File: config.mk
export PLATFORM = sky130hd
export DESIGN_NAME = slrwe_front
export DESIGN_NICKNAME = d
export VERILOG_FILES = /design/src/rtl/core/slrwe_pkg.sv /design/src/rtl/core/slrwe_front.sv
export SDC_FILE = /design/constraint.sdc
export NUM_CORES = 1
export LEC_CHECK = 0
export ABC_AREA = 1
export BUFFER_PORTS_ARGS = -buffer_cell sky130_fd_sc_hd__buf_4
export CAP_MARGIN = 40
export CORE_UTILIZATION = 40
export DETAILED_ROUTE_END_ITERATION = 6
export GPL_TIMING_DRIVEN = 0
export MAX_ROUTING_LAYER = met4
export PLACE_DENSITY = 0.74
export SYNTH_ARGS = -nofsm -noshare
export SYNTH_HDL_FRONTEND = slang
export SYNTH_SLANG_ARGS = --single-unit
File: constraint.sdc
create_clock -name clk -period 10.3 [get_ports clk]
set_input_delay 2.06 -clock clk [delete_from_list [all_inputs] [get_ports clk]]
set_output_delay 2.06 -clock clk [all_outputs]
set_load 0.005 [all_outputs]
File: src/rtl/core/slrwe_pkg.sv
`default_nettype none
package slrwe_pkg;

  localparam int SLIP_W = 17;
  localparam int CFG_AW = 3;
  localparam int CFG_DW = 16;

  localparam logic [1:0] MODE_DRIVE = 2'd0;
  localparam logic [1:0] MODE_WALK  = 2'd1;

  localparam logic [CFG_AW-1:0] CFG_WIN_LEN    = 3'd0;
  localparam logic [CFG_AW-1:0] CFG_TURN_HOLD  = 3'd1;
  localparam logic [CFG_AW-1:0] CFG_WALK_HOLD  = 3'd2;
  localparam logic [CFG_AW-1:0] CFG_WALK_SPEED = 3'd3;
  localparam logic [CFG_AW-1:0] CFG_PERIOD     = 3'd4;

  typedef struct packed {
    logic               pose_valid;
    logic signed [31:0] pos_x;
    logic signed [31:0] pos_y;
    logic signed [31:0] pos_z;
    logic [47:0]        stamp;
    logic [1:0]         mode;
    logic               cmd_new;
    logic signed [15:0] cmd_trans;
    logic signed [15:0] cmd_rot;
  } item_t;

endpackage
`default_nettype wire

File: src/rtl/core/slrwe_front.sv
`default_nettype none
module slrwe_front import slrwe_pkg::*; (
  input  logic               clk,
  input  logic               rst_n,
  input  logic               push,
  output logic               full,
  input  logic               pose_new,
  input  logic               pose_ok,
  input  logic signed [31:0] pos_x,
  input  logic signed [31:0] pos_y,
  input  logic signed [31:0] pos_z,
  input  logic [47:0]        stamp,
  input  logic [1:0]         mode,
  input  logic               cmd_new,
  input  logic signed [15:0] cmd_trans,
  input  logic signed [15:0] cmd_rot,
  output logic               q_valid,
  output item_t              q_item,
  input  logic               q_pop
);

  item_t      slot_r [2];
  logic       wr_r;
  logic       rd_r;
  logic [1:0] cnt_r;
  item_t      entry;
  logic       take;
  logic       give;

  always_comb begin
    entry.pose_valid = pose_new & pose_ok;
    entry.pos_x      = pos_x;
    entry.pos_y      = pos_y;
    entry.pos_z      = pos_z;
    entry.stamp      = stamp;
    entry.mode       = mode;
    entry.cmd_new    = cmd_new;
    entry.cmd_trans  = cmd_trans;
    entry.cmd_rot    = cmd_rot;
  end

  assign full    = (cnt_r == 2'd2);
  assign q_valid = (cnt_r != 2'd0);
  assign q_item  = slot_r[rd_r];
  assign take    = push && !full;
  assign give    = q_pop && q_valid;

  always_ff @(posedge clk) begin
    if (!rst_n) begin
      wr_r  <= 1'b0;
      rd_r  <= 1'b0;
      cnt_r <= 2'd0;
    end else begin
      if (take) wr_r <= ~wr_r;
      if (give) rd_r <= ~rd_r;
      cnt_r <= cnt_r + 2'(take) - 2'(give);
    end
  end

  always_ff @(posedge clk) begin
    if (take) slot_r[wr_r] <= entry;
  end

endmodule
`default_nettype wire

[Word-level counts from Yosys, hierarchy flattened]
Memories as Yosys holds them, arrays and structs flattened. A register that Yosys moved wholly into a read port is not among the register bits.
Cells that the tools add are included.
Storage, ports and cells
  register bits: 4
  bits in writable memories: 360
  output and inout port bits: 182
  memories kept: 1
Memories
  slot_r: depth 2, bits a word 180, read ports 1, clocked after Yosys merged registers in 1, wr ports 1, line slrwe_front.sv:22  | item_t slot_r [2];
Cells by class
  $add $sub $neg: 2
  equal/unequal tests: 1
  mux-type cells: 4
  bitwise logic cells: 3
  reductions and logical operators: 4
Operators by type and width (count)
  1-bit 2-to-1 mux: 4
  2-bit by 1-bit adder with 2-bit output: 1
  2-bit == test, second input constant: 1
  1-bit logical AND: 2
  1-bit NOT: 2
  2-bit nonzero test: 1
  2-bit by 1-bit subtractor with 2-bit output: 1
  1-bit bitwise AND: 1
  1-bit logical NOT: 1

[Depth between registers and ports, before layout]
  depth after elaboration: 5
  depth in mapped cells: 11
  mapped depth without buffers: 11

[Worst setup path before layout]
No wires, ideal clock.
  path kind: input-to-reg
  start point: in push
  end point: mem slot_r[0][0] (netlist bit) (enable)
  arrival time: 9.594 ns
  required time: 9.578 ns
  slack: -0.016 ns
  cell stages on the path: 2
  path buffers: 0
  path through: nand2_1 > nor2_1
Between the ends
  longest elaborated chain between the ends: 3
Ends and longest elaborated chain
  start, declared: line slrwe_front.sv:5  | input logic push,
  1-bit logical AND: line slrwe_front.sv:45  | assign take = push && !full;
  1-bit 2-to-1 mux: line slrwe_front.sv:61  | if (take) slot_r[wr_r] <= entry;
  1-bit 2-to-1 mux (implied by the code): line slrwe_front.sv:61
  end, declared: line slrwe_front.sv:22
Every way passes these cells.

==> flow_metrics.py <==
metrics = {
    "timing": {
        "timing.fmax_ghz": 0.2518,
        "fin_crit_ns": 3.972,
        "tns_ns": 0,
        "final_hold_viol_count": 0,
        "rsz0062_at_grt": "false",
        "drv_slew": 0,
        "max-slew-margin-rel_pct": 52.68,
        "tightest_slew_ns": 0.7098,
        "setup_violations": 0,
        "finalClockSkew_ns": 0.01366,
        "fin_crit_sh_pct": 38.56,
    },
    "grt": {
        "grt_pass1_vias": 7479,
        "grt_max_degree": 96,
        "grt_usage_pct": 16.20,
        "grt_pass1_wl_mm": 41.77,
        "grt_remaining_overflow": 0,
        "antenna_found_initial": 0,
    },
    "route": {
        "wl_per_cell_um": 18.85,
        "drt-initial-drc-count": 312,
        "vias": 7008,
        "totalWireLength_mm": 28.10,
        "routed_via_density": 4.700,
        "dr.pass1.iters": 4,
        "drc": 0,
        "ant_nets": 0,
    },
    "synthesis": {
        "synth.largest_area_cell": "edfxtp_1",
        "syn_nets": 786,
        "synth.area.top_cells": "edfxtp_1, mux2_4, mux2_2",
        "yosys.area.top_type_share_pct": 79.26,
        "synth_area_um2": 13640,
        "yosys_warnings": 0,
        "ys_seq_elements": 365,
        "synthCells": 599,
        "seq_area_frac_synth_pct": 79.99,
        "yosys.cell_types.count": 12,
        "avgSynthCellArea_um2": 22.77,
    },
    "final_layout": {
        "fin_nets": 1201,
        "final_cells": 1491,
        "layout_common_cells": "buf_4, edfxtp_1, mux2_4, mux2_2, clkbuf_16",
        "nFillCells": 2644,
        "drive_above_1_share_pct": 60.08,
        "layout_commonest_cell": "buf_4",
        "area_delta_synth_final_pct": 34.52,
    },
    "placement": {
        "gp_congestion": 0.7430,
        "port-buffer-count": 366,
        "hpwl_mm": 19.23,
        "dp_cells": 1421,
    },
    "die": {
        "ios": 367,
        "die_h_um": 186.7,
        "start_util_pct": 40.68,
        "dieWidth_um": 186.7,
        "dieArea_um2": 34840,
        "rows": 67,
        "core_area_um2": 33530,
    },
    "clocking": {
        "ctsHoldBuffers": 0,
        "htree_levels": 2,
        "cts-resized-gates": 0,
        "cts_buffers": 39,
        "clockBufferDepth": 3,
        "post_cts_buffers": 0,
        "clkTransAtPathRegs_ns": 0.06,
        "clk_latency_ns": 0.52,
        "cts_tree": "yes",
        "cts.sinks": 365,
        "cts-root-buf": "clkbuf_16",
    },
    "setup_path": {
        "rrSetupSlack_ns": 8.03,
        "worst_path_largest_cell_delay_ns": 0.33,
        "cp_common_cell": "buf_6",
        "crit_path_top_delay_cell": "mux2_4",
        "crit_type": "reg2out",
        "worstPathCellList": "buf_6 > buf_6 > buf_6 > mux2_4 > buf_4",
        "startpoint_type": "flip-flop",
        "cp.arrival_ns": 1.91,
        "required_ns": 8.24,
        "critPathMaxFanout": 10,
        "endpoint_kind": "output port",
    },
    "min_path": {
        "min-delay-path-class": "reg2reg",
    },
    "power_and_ir_drop": {
        "ir_worst_vdd_uv": 172.1,
        "power.leakage_nw": 7.076,
        "pwr_density_cell_nw_per_um2": 237.6,
        "total_power_w": 0.004360,
    },
    "run_status": {
        "status": "finished clean",
    },
    "flow_run": {
        "cap_violations": 0,
    },
}
-- registers in the layout (all words and copies together), names as in the netlist, named ones only --
signal,flops
slot_r,360
cnt_r,2
rd_r,1
wr_r,1
-- logic make-up after synthesis --
group           synth area share (%)
compound gates               0.07339
mux                            17.61
fa+ha+maj                     0.1834
flops                          79.99
simple gates                  0.6055
buf+inv                        1.532
-- path summary, 6_finish.rpt --
| kind | end | startpoint | depth (start not counted) |
|---|---|---|---|
| max | q_item[133] | flip-flop | 5 |
| min | flip-flop | rd_r | 2 |
| max reg2reg | slot_r[0][120] | cnt_r[0] | 7 |
| min reg2reg | flip-flop | rd_r | 2 |
-- critical path, delay by kind of cell, from the launching register on --
family   cells  cell delay (ns)
mux          1             0.33
buf+inv      4             0.72
flops        1             0.32
-- metrics by stage --
stage	hold slack (ns)	cell area (um^2)	utilization, %	setup WS (ns)
after floorplan	0.4675	13640	-	3.031
after global placement	0.4850	16950	50.55	0.1886
after detailed placement	0.4973	17150	51.13	6.407
after CTS	0.5247	18350	54.71	6.254
after global routing	0.5484	18350	54.71	6.220
final	0.5092	18350	54.72	6.328
-- synth_stat cells, drive strengths merged --
| library cell | n |
|---|---|
| nand2 | 10 |
| nand3 | 3 |
| dfxtp | 5 |
| inv | 9 |
| ha | 2 |
| nor2 | 8 |
| edfxtp | 360 |
| a21oi | 2 |
| buf | 20 |
| mux2 | 180 |
-- cell type report --
class                      instances  area (um^2)  share of cell area (%)
sequential                       365        10910                   59.47
timing repair buffer             374         2930                   15.97
multi-input combinational        205         2527                   13.78
clock buffer                      47         1049                   5.715
tap                              448        560.5                   3.055
buffer                            20        175.2                  0.9547
clock inverter                    22        151.4                  0.8251
inverter                           9        41.29                  0.2250
antenna                            1        2.502                 0.01364
-- metal layers --
metal / GRT usage, % / routed length [um] / vias up
met3: 5.586 / 2398 / 57
met2: 27.51 / 14320 / 293
li1: - / - / 3200
met4: 5.107 / 660 / 0
met5: - / 0 / -
met1: 17.83 / 10720 / 3458
-- where the power goes --
group          total, W  switching, W  internal, W
logic           0.00112      0.000481     0.000641
clock network   0.00131      0.000540     0.000772
registers       0.00193     0.0000479      0.00188
total           0.00436       0.00107      0.00329
(Power assumes the default switching activity.)
